<file path="config.mk">
export PLATFORM = sky130hd
export DESIGN_NAME = i2c_master_transaction_sequencer
export DESIGN_NICKNAME = d
export VERILOG_FILES = /design/src/rtl/i2cms_pkg.sv /design/src/rtl/i2cms_front.sv /design/src/rtl/i2cms_fifo.sv /design/src/rtl/i2cms_back.sv /design/src/rtl/i2c_master_transaction_sequencer.sv
export SDC_FILE = /design/constraint.sdc
export NUM_CORES = 1
export LEC_CHECK = 0
export BUFFER_PORTS_ARGS = -buffer_cell sky130_fd_sc_hd__buf_2
export CORE_ASPECT_RATIO = 1.1
export CORE_MARGIN = 4
export CORE_UTILIZATION = 58
export CTS_CLUSTER_DIAMETER = 150
export DETAILED_ROUTE_END_ITERATION = 10
export MAX_ROUTING_LAYER = met4
export PLACE_DENSITY = 0.8
export SLEW_MARGIN = 10
export SYNTH_ARGS = -nofsm -noshare
export SYNTH_HDL_FRONTEND = slang
export SYNTH_SLANG_ARGS = --single-unit
</file>
<file path="constraint.sdc">
create_clock -name clk_i -period 4.2 [get_ports clk_i]
set_input_delay 0.42 -clock clk_i [delete_from_list [all_inputs] [get_ports clk_i]]
set_output_delay 0.42 -clock clk_i [all_outputs]
set_load 0.01 [all_outputs]
</file>
<file path="src/rtl/i2cms_pkg.sv">
// Shared types and codes for the I2C master transaction sequencer.
// No dependencies; every other file in rtl/ uses this package.
`timescale 1ns / 1ps

package i2cms_pkg;

  // Item kinds carried on the input tuser
  typedef enum logic [1:0] {
    OP_BEGIN  = 2'd0,
    OP_EVENT  = 2'd1,
    OP_SUPPLY = 2'd2,
    OP_BAD    = 2'd3
  } op_e;

  // Commands to the byte-level engine
  typedef enum logic [2:0] {
    CMD_NONE    = 3'd0,
    CMD_START   = 3'd1,
    CMD_SEND    = 3'd2,
    CMD_RX_ACK  = 3'd3,
    CMD_RX_NACK = 3'd4,
    CMD_STOP    = 3'd5
  } cmd_e;

  // Transaction error codes
  typedef enum logic [2:0] {
    ERR_OK      = 3'd0,
    ERR_START   = 3'd1,
    ERR_ADDR    = 3'd2,
    ERR_BYTE    = 3'd3,
    ERR_BUSY    = 3'd4
  } err_e;

  // Engine status codes, compared after masking
  localparam logic [7:0] STATUS_MASK     = 8'hF8;
  localparam logic [7:0] ST_START        = 8'h08;
  localparam logic [7:0] ST_REP_START    = 8'h10;
  localparam logic [7:0] ST_SLA_W_ACK    = 8'h18;
  localparam logic [7:0] ST_DATA_TX_ACK  = 8'h28;
  localparam logic [7:0] ST_SLA_R_ACK    = 8'h40;
  localparam logic [7:0] ST_DATA_RX_ACK  = 8'h50;
  localparam logic [7:0] ST_DATA_RX_NACK = 8'h58;

  localparam int unsigned MAX_REG_BYTES = 2;

  // Classified item as queued between front and back
  typedef struct packed {
    op_e         kind;
    logic        is_read;
    logic [1:0]  reg_bytes;   // clamped to MAX_REG_BYTES
    logic [6:0]  dev_addr;
    logic [15:0] reg_addr;
    logic [7:0]  count;       // read count of zero already raised to one
    logic [7:0]  status;      // masked engine status
    logic [7:0]  data;        // write byte on supply, received byte on event
  } item_t;

  // One result item
  typedef struct packed {
    cmd_e        engine_cmd;
    logic [7:0]  cmd_byte;
    logic        need_write_byte;
    logic        read_valid;
    logic [7:0]  read_byte;
    logic        read_last;
    logic        done_res;
    err_e        error_code;
  } res_t;

  // Queue status toward the front and back
  typedef struct packed {
    logic full;
    logic empty;
  } fifo_stat_t;

endpackage

</file>
<file path="src/rtl/i2cms_front.sv">
// Input side of the sequencer: accepts stream items and classifies them.
// Depends on i2cms_pkg; feeds the item queue.
`timescale 1ns / 1ps

module i2cms_front (
  input  logic                   s_axis_tvalid,
  output logic                   s_axis_tready,
  input  logic [63:0]            s_axis_tdata,
  input  logic [1:0]             s_axis_tuser,
  input  i2cms_pkg::fifo_stat_t  q_stat_i,
  output logic                   push_o,
  output i2cms_pkg::item_t       push_item_o
);

  logic        is_read;
  logic [1:0]  reg_bytes;
  logic [7:0]  count;
  logic [7:0]  status;
  logic [7:0]  rx_byte;
  logic [7:0]  wr_byte;

  // Take items whenever the queue has room
  assign s_axis_tready = !q_stat_i.full;
  assign push_o        = s_axis_tvalid && !q_stat_i.full;

  // Unpack fields
  assign is_read   = s_axis_tdata[0];
  assign reg_bytes = s_axis_tdata[2:1];
  assign count     = s_axis_tdata[33:26];
  assign status    = s_axis_tdata[41:34];
  assign rx_byte   = s_axis_tdata[49:42];
  assign wr_byte   = s_axis_tdata[57:50];

  // Classify: clamp register bytes, raise an empty read, mask status, pick data byte
  always_comb begin
    push_item_o.kind      = i2cms_pkg::op_e'(s_axis_tuser);
    push_item_o.is_read   = is_read;
    push_item_o.reg_bytes = (reg_bytes > 2'(i2cms_pkg::MAX_REG_BYTES)) ?
                            2'(i2cms_pkg::MAX_REG_BYTES) : reg_bytes;
    push_item_o.dev_addr  = s_axis_tdata[9:3];
    push_item_o.reg_addr  = s_axis_tdata[25:10];
    push_item_o.count     = (is_read && count == 8'd0) ? 8'd1 : count;
    push_item_o.status    = status & i2cms_pkg::STATUS_MASK;
    push_item_o.data      = (i2cms_pkg::op_e'(s_axis_tuser) == i2cms_pkg::OP_SUPPLY) ?
                            wr_byte : rx_byte;
  end

endmodule

</file>
<file path="src/rtl/i2cms_fifo.sv">
// Short item queue between the front and the back of the sequencer.
// Depends on i2cms_pkg for the item and status types.
`timescale 1ns / 1ps

module i2cms_fifo #(
  parameter int unsigned DEPTH = 2
) (
  input  logic                   clk_i,
  input  logic                   rst_ni,
  input  logic                   push_i,
  input  i2cms_pkg::item_t       push_item_i,
  input  logic                   pop_i,
  output i2cms_pkg::item_t       pop_item_o,
  output i2cms_pkg::fifo_stat_t  stat_o
);

  localparam int unsigned PTR_W = $clog2(DEPTH);
  localparam int unsigned CNT_W = $clog2(DEPTH + 1);

  i2cms_pkg::item_t  mem_q [DEPTH];
  logic [PTR_W-1:0]  wr_ptr_q, wr_ptr_d;
  logic [PTR_W-1:0]  rd_ptr_q, rd_ptr_d;
  logic [CNT_W-1:0]  count_q, count_d;

  assign stat_o.full  = (count_q == CNT_W'(DEPTH));
  assign stat_o.empty = (count_q == '0);
  assign pop_item_o   = mem_q[rd_ptr_q];

  // Advance pointers with wrap at the depth
  always_comb begin
    wr_ptr_d = wr_ptr_q;
    rd_ptr_d = rd_ptr_q;
    count_d  = count_q;
    if (push_i) begin
      wr_ptr_d = (wr_ptr_q == PTR_W'(DEPTH - 1)) ? '0 : wr_ptr_q + 1'b1;
    end
    if (pop_i) begin
      rd_ptr_d = (rd_ptr_q == PTR_W'(DEPTH - 1)) ? '0 : rd_ptr_q + 1'b1;
    end
    if (push_i && !pop_i) begin
      count_d = count_q + 1'b1;
    end else if (pop_i && !push_i) begin
      count_d = count_q - 1'b1;
    end
  end

  always_ff @(posedge clk_i or negedge rst_ni) begin
    if (!rst_ni) begin
      wr_ptr_q <= '0;
      rd_ptr_q <= '0;
      count_q  <= '0;
    end else begin
      wr_ptr_q <= wr_ptr_d;
      rd_ptr_q <= rd_ptr_d;
      count_q  <= count_d;
    end
  end

  // Store entries; payload needs no reset
  always_ff @(posedge clk_i) begin
    if (push_i) begin
      mem_q[wr_ptr_q] <= push_item_i;
    end
  end

  assert property (@(posedge clk_i) disable iff (!rst_ni)
    stat_o.full |-> !push_i)
    else $error("queue written while full");

  assert property (@(posedge clk_i) disable iff (!rst_ni)
    stat_o.empty |-> !pop_i)
    else $error("queue read while empty");

  assert property (@(posedge clk_i) disable iff (!rst_ni)
    (push_i && !pop_i) |=> (count_q == $past(count_q) + 1'b1))
    else $error("queue count did not advance on write");

endmodule

</file>
<file path="src/rtl/i2cms_back.sv">
// Back end of the sequencer: transaction state machine and output register.
// Depends on i2cms_pkg; pops classified items from the queue.
`timescale 1ns / 1ps

module i2cms_back (
  input  logic                   clk_i,
  input  logic                   rst_ni,
  input  i2cms_pkg::fifo_stat_t  q_stat_i,
  input  i2cms_pkg::item_t       item_i,
  output logic                   pop_o,
  output logic                   out_valid_o,
  input  logic                   out_ready_i,
  output i2cms_pkg::res_t        res_o
);

  typedef enum logic [3:0] {
    PH_IDLE    = 4'd0,
    PH_START   = 4'd1,
    PH_SLA_W   = 4'd2,
    PH_REG     = 4'd3,
    PH_SUPPLY  = 4'd4,
    PH_DATA    = 4'd5,
    PH_RESTART = 4'd6,
    PH_SLA_R   = 4'd7,
    PH_RX      = 4'd8
  } phase_e;

  phase_e           phase_q, phase_d;
  logic             read_mode_q, read_mode_d;
  logic [1:0]       rbl_q, rbl_d;
  logic [6:0]       tgt_q, tgt_d;
  logic [15:0]      raddr_q, raddr_d;
  logic [7:0]       left_q, left_d;
  logic             out_valid_q, out_valid_d;
  i2cms_pkg::res_t  res_q, res_d;
  logic             out_free;
  logic             start_ok;
  logic [7:0]       sla_w, sla_r;
  logic [7:0]       reg_byte;
  logic [7:0]       rx_expect;
  logic [7:0]       left_dec;

  // Pop one item whenever the output register is free or being drained
  assign out_free = !out_valid_q || out_ready_i;
  assign pop_o    = !q_stat_i.empty && out_free;

  assign sla_w     = {tgt_q, 1'b0};
  assign sla_r     = {tgt_q, 1'b1};
  assign start_ok  = (item_i.status == i2cms_pkg::ST_START) ||
                     (item_i.status == i2cms_pkg::ST_REP_START);
  assign reg_byte  = (rbl_q == 2'd2) ? raddr_q[15:8] : raddr_q[7:0];
  assign rx_expect = (left_q > 8'd1) ? i2cms_pkg::ST_DATA_RX_ACK : i2cms_pkg::ST_DATA_RX_NACK;
  assign left_dec  = (left_q == 8'd0) ? 8'd0 : left_q - 8'd1;

  // Next transaction state and result for the popped item
  always_comb begin
    phase_d     = phase_q;
    read_mode_d = read_mode_q;
    rbl_d       = rbl_q;
    tgt_d       = tgt_q;
    raddr_d     = raddr_q;
    left_d      = left_q;
    res_d       = '0;
    if (item_i.kind == i2cms_pkg::OP_BEGIN && phase_q == PH_IDLE) begin
      read_mode_d      = item_i.is_read;
      rbl_d            = item_i.reg_bytes;
      tgt_d            = item_i.dev_addr;
      raddr_d          = item_i.reg_addr;
      left_d           = item_i.count;
      res_d.engine_cmd = i2cms_pkg::CMD_START;
      phase_d          = PH_START;
    end else if (item_i.kind == i2cms_pkg::OP_SUPPLY && phase_q == PH_SUPPLY) begin
      left_d           = left_q - 8'd1;
      res_d.engine_cmd = i2cms_pkg::CMD_SEND;
      res_d.cmd_byte   = item_i.data;
      phase_d          = PH_DATA;
    end else if (item_i.kind != i2cms_pkg::OP_EVENT || phase_q == PH_IDLE ||
                 phase_q == PH_SUPPLY) begin
      // Misplaced item: report busy, leave state alone
      res_d.error_code = i2cms_pkg::ERR_BUSY;
    end else begin
      case (phase_q)
        PH_START: begin
          if (!start_ok) begin
            phase_d = PH_IDLE; res_d.done_res = 1'b1; res_d.error_code = i2cms_pkg::ERR_START;
          end else if (read_mode_q && rbl_q == 2'd0) begin
            res_d.engine_cmd = i2cms_pkg::CMD_SEND; res_d.cmd_byte = sla_r; phase_d = PH_SLA_R;
          end else begin
            res_d.engine_cmd = i2cms_pkg::CMD_SEND; res_d.cmd_byte = sla_w; phase_d = PH_SLA_W;
          end
        end
        PH_SLA_W, PH_REG, PH_DATA: begin
          if (phase_q == PH_SLA_W && item_i.status != i2cms_pkg::ST_SLA_W_ACK) begin
            phase_d = PH_IDLE; res_d.done_res = 1'b1; res_d.error_code = i2cms_pkg::ERR_ADDR;
          end else if (phase_q != PH_SLA_W && item_i.status != i2cms_pkg::ST_DATA_TX_ACK) begin
            phase_d = PH_IDLE; res_d.done_res = 1'b1; res_d.error_code = i2cms_pkg::ERR_BYTE;
          end else if (phase_q != PH_DATA && rbl_q != 2'd0) begin
            // Next register address byte, high first
            res_d.engine_cmd = i2cms_pkg::CMD_SEND;
            res_d.cmd_byte   = reg_byte;
            rbl_d            = rbl_q - 2'd1;
            phase_d          = PH_REG;
          end else if (phase_q == PH_REG && read_mode_q) begin
            res_d.engine_cmd = i2cms_pkg::CMD_START;
            phase_d          = PH_RESTART;
          end else if (left_q != 8'd0) begin
            res_d.need_write_byte = 1'b1;
            phase_d               = PH_SUPPLY;
          end else begin
            res_d.engine_cmd = i2cms_pkg::CMD_STOP;
            res_d.done_res   = 1'b1;
            phase_d          = PH_IDLE;
          end
        end
        PH_RESTART: begin
          if (!start_ok) begin
            phase_d = PH_IDLE; res_d.done_res = 1'b1; res_d.error_code = i2cms_pkg::ERR_START;
          end else begin
            res_d.engine_cmd = i2cms_pkg::CMD_SEND; res_d.cmd_byte = sla_r; phase_d = PH_SLA_R;
          end
        end
        PH_SLA_R: begin
          if (item_i.status != i2cms_pkg::ST_SLA_R_ACK) begin
            phase_d = PH_IDLE; res_d.done_res = 1'b1; res_d.error_code = i2cms_pkg::ERR_ADDR;
          end else begin
            res_d.engine_cmd = (left_q > 8'd1) ? i2cms_pkg::CMD_RX_ACK : i2cms_pkg::CMD_RX_NACK;
            phase_d          = PH_RX;
          end
        end
        PH_RX: begin
          // Deliver the byte, zero on an unexpected status, then continue or stop
          res_d.read_valid = 1'b1;
          res_d.read_byte  = (item_i.status == rx_expect) ? item_i.data : 8'd0;
          left_d           = left_dec;
          if (left_dec == 8'd0) begin
            res_d.read_last  = 1'b1;
            res_d.engine_cmd = i2cms_pkg::CMD_STOP;
            res_d.done_res   = 1'b1;
            phase_d          = PH_IDLE;
          end else begin
            res_d.engine_cmd = (left_dec > 8'd1) ? i2cms_pkg::CMD_RX_ACK :
                               i2cms_pkg::CMD_RX_NACK;
          end
        end
        default: begin
          phase_d          = PH_IDLE;
          res_d.error_code = i2cms_pkg::ERR_BUSY;
        end
      endcase
    end
  end

  // Hold the output until taken
  always_comb begin
    out_valid_d = out_valid_q;
    if (pop_o) begin
      out_valid_d = 1'b1;
    end else if (out_ready_i) begin
      out_valid_d = 1'b0;
    end
  end

  always_ff @(posedge clk_i or negedge rst_ni) begin
    if (!rst_ni) begin
      phase_q     <= PH_IDLE;
      read_mode_q <= 1'b0;
      rbl_q       <= '0;
      tgt_q       <= '0;
      raddr_q     <= '0;
      left_q      <= '0;
      out_valid_q <= 1'b0;
      res_q       <= '0;
    end else begin
      out_valid_q <= out_valid_d;
      if (pop_o) begin
        phase_q     <= phase_d;
        read_mode_q <= read_mode_d;
        rbl_q       <= rbl_d;
        tgt_q       <= tgt_d;
        raddr_q     <= raddr_d;
        left_q      <= left_d;
        res_q       <= res_d;
      end
    end
  end

  assign out_valid_o = out_valid_q;
  assign res_o       = res_q;

  assert property (@(posedge clk_i) disable iff (!rst_ni)
    (pop_o && res_d.done_res) |=> (phase_q == PH_IDLE))
    else $error("finished transaction did not return to idle");

  assert property (@(posedge clk_i) disable iff (!rst_ni)
    (pop_o && res_d.need_write_byte) |=> (phase_q == PH_SUPPLY))
    else $error("write byte requested without waiting for it");

  assert property (@(posedge clk_i) disable iff (!rst_ni)
    (pop_o && res_d.error_code == i2cms_pkg::ERR_BUSY) |=> $stable(phase_q))
    else $error("misplaced item changed the phase");

  assert property (@(posedge clk_i) disable iff (!rst_ni)
    (out_valid_q && res_q.done_res && res_q.error_code != i2cms_pkg::ERR_OK)
      |-> (res_q.engine_cmd == i2cms_pkg::CMD_NONE))
    else $error("failed transaction issued an engine command");

  assert property (@(posedge clk_i) disable iff (!rst_ni)
    (out_valid_q && res_q.read_last)
      |-> (res_q.done_res && res_q.engine_cmd == i2cms_pkg::CMD_STOP))
    else $error("last read byte without stop");

endmodule

</file>
<file path="src/rtl/i2c_master_transaction_sequencer.sv">
// I2C master transaction sequencer: accepts one item per cycle while the queue
// has room and returns one result per item; the front classifies items into a
// FIFO_DEPTH-entry queue and the back state machine handles one queued item per
// cycle into a registered output, so the sustained rate is one item per clock
// while the output is taken. A begin item issues START, SLA+W and the register
// bytes, or SLA+R for a read with none; each engine completion event is checked
// against the status the current step expects, and a mismatch outside a receive
// ends the transaction with an error and no stop. Writes request each data byte
// with need_write_byte; reads with register bytes then send a repeated START
// and SLA+R; reads receive with ACK and the last byte with NACK.
// Depends on i2cms_pkg, i2cms_front, i2cms_fifo and i2cms_back.
`timescale 1ns / 1ps

module i2c_master_transaction_sequencer #(
  parameter int unsigned FIFO_DEPTH = 2
) (
  input  logic        clk_i,
  input  logic        rst_ni,
  input  logic        s_axis_tvalid,
  output logic        s_axis_tready,
  // is_read[0], reg_bytes[2:1], device_address[9:3], reg_address[25:10],
  // byte_count[33:26], engine_status[41:34], engine_rx_byte[49:42],
  // write_byte[57:50], zeros above
  input  logic [63:0] s_axis_tdata,
  // operation[1:0]
  input  logic [1:0]  s_axis_tuser,
  output logic        m_axis_tvalid,
  input  logic        m_axis_tready,
  // cmd_byte[7:0], need_write_byte[8], read_valid[9], read_byte[17:10],
  // done_res[18], error_code[21:19], zeros above
  output logic [23:0] m_axis_tdata,
  // engine_cmd[2:0]
  output logic [2:0]  m_axis_tuser,
  // read_last
  output logic        m_axis_tlast
);

  i2cms_pkg::fifo_stat_t  q_stat;
  i2cms_pkg::item_t       push_item;
  i2cms_pkg::item_t       pop_item;
  i2cms_pkg::res_t        res;
  logic                   push;
  logic                   pop;

  i2cms_front u_front (
    .s_axis_tvalid (s_axis_tvalid),
    .s_axis_tready (s_axis_tready),
    .s_axis_tdata  (s_axis_tdata),
    .s_axis_tuser  (s_axis_tuser),
    .q_stat_i      (q_stat),
    .push_o        (push),
    .push_item_o   (push_item)
  );

  i2cms_fifo #(
    .DEPTH (FIFO_DEPTH)
  ) u_fifo (
    .clk_i       (clk_i),
    .rst_ni      (rst_ni),
    .push_i      (push),
    .push_item_i (push_item),
    .pop_i       (pop),
    .pop_item_o  (pop_item),
    .stat_o      (q_stat)
  );

  i2cms_back u_back (
    .clk_i       (clk_i),
    .rst_ni      (rst_ni),
    .q_stat_i    (q_stat),
    .item_i      (pop_item),
    .pop_o       (pop),
    .out_valid_o (m_axis_tvalid),
    .out_ready_i (m_axis_tready),
    .res_o       (res)
  );

  // Pack the result item
  assign m_axis_tdata = {2'b00, res.error_code, res.done_res, res.read_byte,
                         res.read_valid, res.need_write_byte, res.cmd_byte};
  assign m_axis_tuser = res.engine_cmd;
  assign m_axis_tlast = res.read_last;

endmodule

</file>
# After elaboration in Yosys (flattened, before gate mapping)
# Memory sizes are Yosys's and may differ from the RTL's.
# Cells that the tools add are included.
[classes] addsub=6 magnitude_cmp=3 n_eq_ne=27 mux=77 reduce_logical=41
[ops] operator="two-way mux 8 bit" n=10
[ops] operator="two-way mux 4 bit" n=13
[ops] operator="two-way mux 23 bit" n=2
[ops] operator="two-way mux 3 bit" n=13
[ops] operator="two-way mux 10 bit" n=3
[ops] operator="logical NOT 8 bit" n=3
[ops] operator="two-way mux 12 bit" n=2
[ops] operator="two-way mux 2 bit" n=12
[ops] operator="case mux 8 bit (3 select lines)" n=1
[ops] operator="case mux 4 bit (5 select lines)" n=1
[ops] operator="equality test 4 x 3 -> 1 bit, second input constant" n=4
[ops] operator="greater-than comparator 8 x 1 -> 1 bit, second input constant" n=2
[ops] operator="two-way mux 1 bit" n=15
[ops] operator="two-way mux 15 bit" n=1
[ops] operator="case mux 3 bit (5 select lines)" n=1
[ops] operator="logical AND 1 bit" n=12
[ops] operator="case mux 3 bit (4 select lines)" n=1
[ops] operator="two-way mux 11 bit" n=1
[ops] operator="!= test 2 x 1 -> 1 bit, second input constant" n=5
[ops] operator="nonzero test 2 bit" n=5
[ops] operator="equality test 2 bit, second input constant" n=4
[ops] operator="equality test 4 x 2 -> 1 bit, second input constant" n=2
[ops] operator="equality test 8 x 4 -> 1 bit, second input constant" n=1
[ops] operator="equality test 8 x 5 -> 1 bit, second input constant" n=1
[ops] operator="other kinds (27)" n=39
[word_totals] regBits=69 mem_bits_rw=98 in_bits=70 out_inout_bits=30 mem_count=1
[mem_list] name="u_fifo.mem_q" words=2 width=49 rd=1 rd_ports_with_merged_regs=0 write_ports=1 line_no="i2cms_fifo.sv:20" source="i2cms_pkg::item_t mem_q [DEPTH];"

# Logic depth before layout (Yosys ltp)
# Gate-level depths: netlist of run 1.
[logic_depth] word_depth=10 depth_mapped=9 ltp_nobuf=8

# By module
# From an unflattened synthesis of run 1, not the netlist that was laid out.
[unflattened] hier_cells=610 hier_area_um2=8410.6
[by_module_without_submodules] module="i2cms_fifo" n_inst=1 cells_per_inst=178 area_per_inst_um2=4190.3 seq_area_each_um2=3223.1
[by_module_without_submodules] module="i2cms_back" n_inst=1 cells_per_inst=370 area_per_inst_um2=3728.6 seq_area_each_um2=1626.6
[by_module_without_submodules] module="i2cms_front" n_inst=1 cells_per_inst=59 area_per_inst_um2=473.0 seq_area_each_um2=0.0
[by_module_without_submodules] module="i2c_master_transaction_sequencer" n_inst=1 cells_per_inst=3 area_per_inst_um2=18.8 seq_area_each_um2=0.0

# Worst setup path before layout of run 1
# No wires, ideal clock.
[synth_timing] kind="flip-flop to flip-flop" startpoint="reg u_fifo.count_q[0]" endpoint="mem u_fifo.mem_q[0][0] (netlist name), enable pin" setup_ns=0.456 t_arrival_ns=2.777 required_time_ns=3.744 slack_ns=0.967 path_stages_with_launch=4 path_cell_list="dfrtp_1 nand2b_1 nand2_1 nor2_1"
[synth_via] elab_chain_cells=5
[synth_lines] item="from (decl)" line_no="i2cms_fifo.sv:23" source="logic [CNT_W-1:0] count_q, count_d;"
[synth_lines] item="from (signal assigned)" line_no="i2cms_fifo.sv:55" source="count_q <= count_d;"
[synth_lines] item="equality test 2 bit" line_no="i2cms_fifo.sv:25" source="assign stat_o.full = (count_q == CNT_W'(DEPTH));"
[synth_lines] item="logical NOT 1 bit"
[synth_lines] item="net s_axis_tready" line_no="i2c_master_transaction_sequencer.sv:20" source="output logic s_axis_tready,"
[synth_lines] item="logical AND 1 bit" line_no="i2cms_front.sv:24" source="assign push_o = s_axis_tvalid && !q_stat_i.full;"
[synth_lines] item="two-way mux 1 bit" line_no="i2cms_fifo.sv:61" source="if (push_i) begin"
[synth_lines] item="two-way mux 1 bit (not written as such)" line_no="i2cms_fifo.sv:62" source="mem_q[wr_ptr_q] <= push_item_i;"
[synth_lines] item="to (decl)" line_no="i2cms_fifo.sv:20"
# The timed path passes the listed nets, and every way through them passes these cells.

# Final worst setup path of run 1
[layout_timing] startpoint="reg u_back.left_q[0]" endpoint="reg u_back.res_q, in the netlist u_back.res_o[24]"
[layout_via] elab_chain_cells=9 word_cells_on_any_way=14
[layout_lines] item="from (decl)" line_no="i2cms_back.sv:33" source="logic [7:0] left_q, left_d;"
[layout_lines] item="from (signal assigned)" line_no="i2cms_back.sv:181" source="left_q <= left_d;"
[layout_lines] item="subtractor 8 x 1 -> 8 bit / logical NOT 8 bit (equally long branches)" line_no="i2cms_back.sv:53" source="assign left_dec = (left_q == 8'd0) ? 8'd0 : left_q - 8'd1;"
[layout_lines] item="two-way mux 8 bit" line_no="i2cms_back.sv:53"
[layout_lines] item="greater-than comparator 8 x 1 -> 1 bit" line_no="i2cms_back.sv:141" source="res_d.engine_cmd = (left_dec > 8'd1) ? i2cms_pkg::CMD_RX_ACK :"
[layout_lines] item="two-way mux 3 bit" line_no="i2cms_back.sv:141"
[layout_lines] item="two-way mux 3 bit" line_no="i2cms_back.sv:135" source="if (left_dec == 8'd0) begin"
[layout_lines] item="case mux 3 bit (5 select lines) (*)" line_no="i2cms_back.sv:82" source="case (phase_q)"
[layout_lines] item="two-way mux 23 bit (*)" line_no="i2cms_back.sv:77" source="end else if (item_i.kind != i2cms_pkg::OP_EVENT || phase_q == PH_IDLE ||"
[layout_lines] item="two-way mux 11 bit (*)" line_no="i2cms_back.sv:72" source="end else if (item_i.kind == i2cms_pkg::OP_SUPPLY && phase_q == PH_SUPPLY) begin"
[layout_lines] item="two-way mux 3 bit (*)" line_no="i2cms_back.sv:64" source="if (item_i.kind == i2cms_pkg::OP_BEGIN && phase_q == PH_IDLE) begin"
[layout_lines] item="to (signal assigned)" line_no="i2cms_back.sv:182" source="res_q <= res_d;"
[layout_lines] item="to (decl)" line_no="i2cms_back.sv:35" source="i2cms_pkg::res_t res_q, res_d;"
# Mark *: on every way between the ends. The rest lies on a longest branch, timed or not.
# A chain may end at the register's enable or synchronous reset.

==> impl_metrics.ini, run 1 <==
[clock_network]
worstSkewPairLatency_ns = 0.42
path_clk_slew_ns = 0.06
h-tree-depth = 4
ctsLongestPathBuffers = 2
cts_tree = done
cts-root-buf = clkbuf_16
post_cts_buffers = 0
cts_made_buffers = 17
cts_sinks = 167
cts_resized = 0
holdBufCountCts = 0

[timing]
finalHoldViolations = 0
maxSlewViolCount = 0
worstMarginPinSlew_ns = 0.9129
layout_min_cycle_time_ns = 2.810
slew_headroom = 0.3900
finalClockSkew_ns = 0.007200
worst_slack_ns = 1.390
setup_viol = 0
fmax_mhz = 355.9
rsz0062_at_grt = no
setup-tns-final_ns = 0
post-route-period-util = 0.6690

[power_and_ir_drop]
p_int_mw = 3.758
swShare = 0.3293
p_leak_nw = 3.502
p_comb_frac = 0.286
p_switching_mw = 1.845
p_clk_frac = 0.266
vdd_drop_max_mv = 0.4032
pwr-share-seq = 0.448
pwr_density_cell_nw_per_um2 = 655.5

[synth]
synth_seq_cells = 167
avgSynthCellArea_sq_um = 12.89
synth_cells = 577
post-synth-top-count-cell = edfxtp_1
synth_top_area_cell = edfxtp_1
synth.distinct_cells = 67
async_flop_share = 0.4132
synth_area_leaders = edfxtp_1, dfrtp_1, mux2i_1
synth_area_sq_um = 7436
synth_top_flop_cell = edfxtp_1
ys_top_cells_by_count = edfxtp_1, dfrtp_1, o21ai_0, nand2_1, mux2i_1
synth_edf_count = 98
synth_top_area_share = 0.3958
yosysSeqAreaShare = 0.6280
ys_warn_count = 0

[placed_design]
dp_slack_ns = 1.509
place_hpwl_mm = 10.51
gp_congestion = 0.9028
numPortBuffers = 88

[finish]
drive_above_1_share = 0.2399
fin_util = 0.6790
nets = 731
fill_cells = 879
diodes = 0
syn2layout_area_growth_pct = 14.96

[die]
start_util = 0.5906
fp.dieH_microns = 126.8
die-area_sq_um = 14700
core.rowCount = 43
ioPinCount = 100
fp.coreArea_sq_um = 12590
fp.dieW_microns = 116.0

[grt]
grt_usage = 0.2207
antenna_found_initial = 0
grt_pass1_vias = 5009
grt_max_degree = 51
grt_overflow_total = 0
grt_pass1_wl_mm = 24.26

[worst_setup_path]
start_kind = flip-flop
crit_required_ns = 4.47
cp-end-kind = flip-flop
crit_fanout = 8
cp.arrival_ns = 3.08
critPathKind = reg2reg

[routing]
vias = 4892
drt_iter0_markers = 391
routedWlPerCell_microns = 18.02
first_pass_iters = 5
drtAntennaViolNets = 0
drc = 0
routed_wl_mm = 14.85
drt-vias-per-instance = 5.937

[min_path]
hp-class = in2async

[status]
outcome = complete, no violations

[job]
drv_cap = 0
-- metal layers --
layer  wire length [microns]  part of all wire  GRT usage  up-vias
li1                        -                 -          -     2322
met1                    5718              0.38     0.2492     2386
met2                    8111              0.55     0.3786      158
met3                     759             0.051    0.05057       26
met4                     263             0.018    0.08601        0
met5                       0                 0          -        -
-- worst max-delay path, cell delays in order, from the launching register on --
cell and delay [ns]:
dfrtp_1 0.47, inv_1 0.14, ha_1 0.27, nor3b_1 0.37, xor2_1 0.16, nor4_4 0.37
nand3_2 0.14, a2111oi_0 0.59, o21ai_0 0.15
-- stage by stage --
stage          power (mW)  cells  hold slack (ns)  instance area, sq um
3_5_place_dp        4.137    792           0.4652                  7968
4_1_cts             5.638    824          0.04387                  8548
6_report            5.603    824          0.03060                  8548
3_3_place_gp        4.059    792           0.4555                  7968
2_1_floorplan       3.718    578           0.1244                  7440
5_1_grt             5.943    824          0.07952                  8548
-- layout make-up --
type	count	area (sq um)	area share
Clock buffer	28	550.5	0.06440
Clock inverter	4	30.03	0.003513
Inverter	9	33.78	0.003952
Multi-Input combinational cell	364	2574	0.3011
Sequential cell	167	4671	0.5464
Tap cell	157	196.4	0.02298
Timing Repair Buffer	95	493.0	0.05767
-- worst paths after layout --
path	slack (ns)	depth (start not counted)	end	start
max	1.39	8	u_back.res_o[24]	u_back.left_q[0]
min	0.03	1	u_back.left_q[4]	rst_ni
max reg2reg	1.39	8	u_back.res_o[24]	u_back.left_q[0]
min reg2reg	0.48	2	u_back.res_o[0]	u_back.res_o[0]
max in group asynchronous	3.18	2	u_back.raddr_q[13]	rst_ni
min in group clk_i	0.19	1	u_fifo.mem_q[0][25]	s_axis_tdata[14]
-- cell families (layout without fill, tap and decap cells) --
family | Yosys count | in the layout | share of synthesized area
flip-flops | 167 | 167 | 0.6280
multiplexers | 68 | 68 | 0.09574
AND/OR/NAND/NOR | 142 | 142 | 0.1025
other | 1 | 2 | 0.0005043
AO/OA/AOI/OAI | 134 | 134 | 0.1205
buffers and inverters | 47 | 136 | 0.02810
XOR/XNOR | 11 | 11 | 0.01296
adder cells (fa/ha/maj) | 7 | 7 | 0.01178
-- cell usage in the layout (no fill, tap or decap), types with 7 or more instances in the layout --
cell and count:
a21oi_1 13, a22o_1 11, a22oi_1 11, buf_2 88, buf_4 7, clkbuf_16 20, dfrtp_1 68, edfxtp_1 98
ha_1 7, inv_1 9, mux2_2 24, mux2i_1 43, nand2_1 44, nand2b_1 12, nor2_1 26, nor3_1 10
nor4_1 9, o21ai_0 47, xnor2_1 8
-- flip-flops by register name (all words and copies together), names as in the netlist --
name and count:
u_fifo.wr_ptr_q 1, u_fifo.mem_q 98, u_back.out_valid_o 1, u_back.read_mode_q 1
u_fifo.rd_ptr_q 1, u_back.res_o 26, u_back.raddr_q 16, u_back.tgt_q 7
u_back.rbl_q 2, u_fifo.count_q 2, u_back.left_q 8, u_back.phase_q 4
-- power groups by stage --
| stage | Combinational [mW] | Sequential, mW | Clock [mW] |
|---|---|---|---|
| 2_1_floorplan | 1.29 | 2.42 | 0 |
| 3_3_place_gp | 1.56 | 2.50 | 0 |
| 3_5_place_dp | 1.60 | 2.53 | 0 |
| 4_1_cts | 1.62 | 2.51 | 1.51 |
| 5_1_grt | 1.79 | 2.55 | 1.59 |
| 6_report | 1.60 | 2.51 | 1.49 |
Power figures use the tool's default switching activity.
==> run 2, diff against run 1 <==
clock period = 2.7 ns   (was 4.2 ns; I/O delays follow)
==> run 2 against run 1 <==
  * Die area stayed put
  * Non-clock buffer count is 16 higher
  * Worst setup slack worse by 1.2 ns
  * Routed wire length is 2.5% higher
  * Final cell count is 1.9% higher
  * First-iteration DRC count is 19% lower
==> impl_metrics.ini, run 2 (synthesis gave the netlist of run 1 again) <==
[status]
outcome = complete, no violations

[clock_network]
ctsLongestPathBuffers = 2
cts_made_buffers = 17
post_cts_buffers = 0
cts_tree = done
path_clk_slew_ns = 0.06
worstSkewPairLatency_ns = 0.43
h-tree-depth = 4
cts-root-buf = clkbuf_16
cts_sinks = 167

[routing]
first_pass_iters = 5
drt-vias-per-instance = 5.864
vias = 4926
drtAntennaViolNets = 0
routedWlPerCell_microns = 18.12
drc = 0
drt_iter0_markers = 315
routed_wl_mm = 15.22

[timing]
setup_viol = 0
slew_headroom = 0.4437
finalHoldViolations = 0
worst_slack_ns = 0.1736
worstMarginPinSlew_ns = 0.8344
maxSlewViolCount = 0
layout_min_cycle_time_ns = 2.526
finalClockSkew_ns = 0.009134
fmax_mhz = 395.8
post-route-period-util = 0.9357
setup-tns-final_ns = 0

[min_path]
hp-class = in2reg

[die]
fp.coreArea_sq_um = 12590
core.rowCount = 43
fp.dieW_microns = 116.0
fp.dieH_microns = 126.8
start_util = 0.5906
ioPinCount = 100
die-area_sq_um = 14700

[power_and_ir_drop]
p_leak_nw = 3.595
vdd_drop_max_mv = 0.6109
p_total_mw = 8.932
pwr_density_cell_nw_per_um2 = 1027

[grt]
grt_overflow_total = 0
grt_usage = 0.2258
grt_max_degree = 50
antenna_found_initial = 0
grt_pass1_wl_mm = 24.72
grt_pass1_vias = 5034

[placed_design]
placed_cell_area_sq_um = 8093
place_hpwl_mm = 10.80
dp_slack_ns = 0.01550
gp_congestion = 0.9323
numPortBuffers = 88
dp_cells = 807

[job]
drv_cap = 0

[worst_setup_path]
start_kind = flip-flop
crit_fanout = 6
path_cells = inv_1 -> ha_1 -> nor3b_2 -> xor2_1 -> nor4_4 -> nand3_2 -> a221o_1 -> a211o_1
slowest_stage = dfrtp_1
critPathKind = reg2reg
max_stage_delay_ns = 0.42
crit_required_ns = 3.01
cp.arrival_ns = 2.83
cp-end-kind = flip-flop

[finish]
largest_register_ffs = 98
regMostFlops = u_fifo.mem_q
diodes = 0
final_area_sq_um = 8701
final_common_cell = edfxtp_1
final_cell_mix = edfxtp_1, buf_2, dfrtp_1
final_cells = 840
nets = 747
drive_above_1_share = 0.2621
syn2layout_area_growth_pct = 17.01
## run 2: cell count changes in the layout (fill, tap and decap cells not counted), moves of 2 or more
cell	change
inv_6	+2
clkbuf_16	-3
clkinv_2	+2
clkbuf_1	-3
clkbuf_8	-2
bufinv_16	+3
buf_4	+14
## run 2: final cells by class
| cell class | instances | area [sq um] |
|---|---|---|
| sequential | 167 | 4671 |
| inverter | 9 | 33.78 |
| fill | 910 | 3889 |
| clock inverter | 12 | 151.4 |
| tap | 157 | 196.4 |
| clock buffer | 20 | 436.7 |
| timing repair buffer | 111 | 628.1 |
| multi-input combinational | 364 | 2584 |
## run 2: metrics by stage
| step | hold WS, ns | utilization |
|---|---|---|
| 2_1_floorplan | -0.02559 | - |
| 3_3_place_gp | 0.4125 | 0.6428 |
| 3_5_place_dp | 0.4097 | 0.6428 |
| 4_1_cts | 0.01686 | 0.6903 |
| 5_1_grt | 0.01827 | 0.6911 |
| 6_report | 0.02932 | 0.6911 |
## run 2: layer usage
| metal | GRT usage | up-vias | share of wire |
|---|---|---|---|
| met5 | - | - | 0 |
| met4 | 0.07850 | 0 | 0.021 |
| met3 | 0.04580 | 29 | 0.039 |
| met2 | 0.3813 | 128 | 0.54 |
| met1 | 0.2693 | 2410 | 0.40 |
| li1 | - | 2359 | - |
## run 2: worst max-delay path, delay by kind of cell (launching register included)
family	cells	cell delay, ns
AOI/OAI and AO/OA	2	0.60
adders and majority gates	1	0.26
xor gates and xnor gates	1	0.17
and+or+nand+nor	3	0.84
buffers and inverters	1	0.11
DFF	1	0.42
## run 2: repair_timing
item,4_1_cts,5_1_grt
endpoints found under the hold margin,35,0
setup endpoints to repair,0,4
resized for setup,0,3
hold buffers,1,0
## run 2: worst paths after layout
kind                                  startpoint             endpoint  slack (ns)  cells after the start
max in group asynchronous                 rst_ni      u_fifo.rd_ptr_q        1.42                      3
worst min register to register   u_back.res_o[2]      u_back.res_o[2]        0.47                      2
min in group asynchronous                 rst_ni     u_back.left_q[4]        0.48                      2
worst max-delay path            u_back.left_q[1]     u_back.res_o[23]        0.17                      8
worst max register to register  u_back.left_q[1]     u_back.res_o[23]        0.17                      8
worst min-delay path            s_axis_tdata[22]  u_fifo.mem_q[1][33]        0.03                      1
## run 2: report_power, final
group          switching (mW)  total, mW  internal, mW
Combinational            1.56       2.67          1.11
Clock                   0.957       2.41          1.45
Sequential              0.425       3.86          3.43
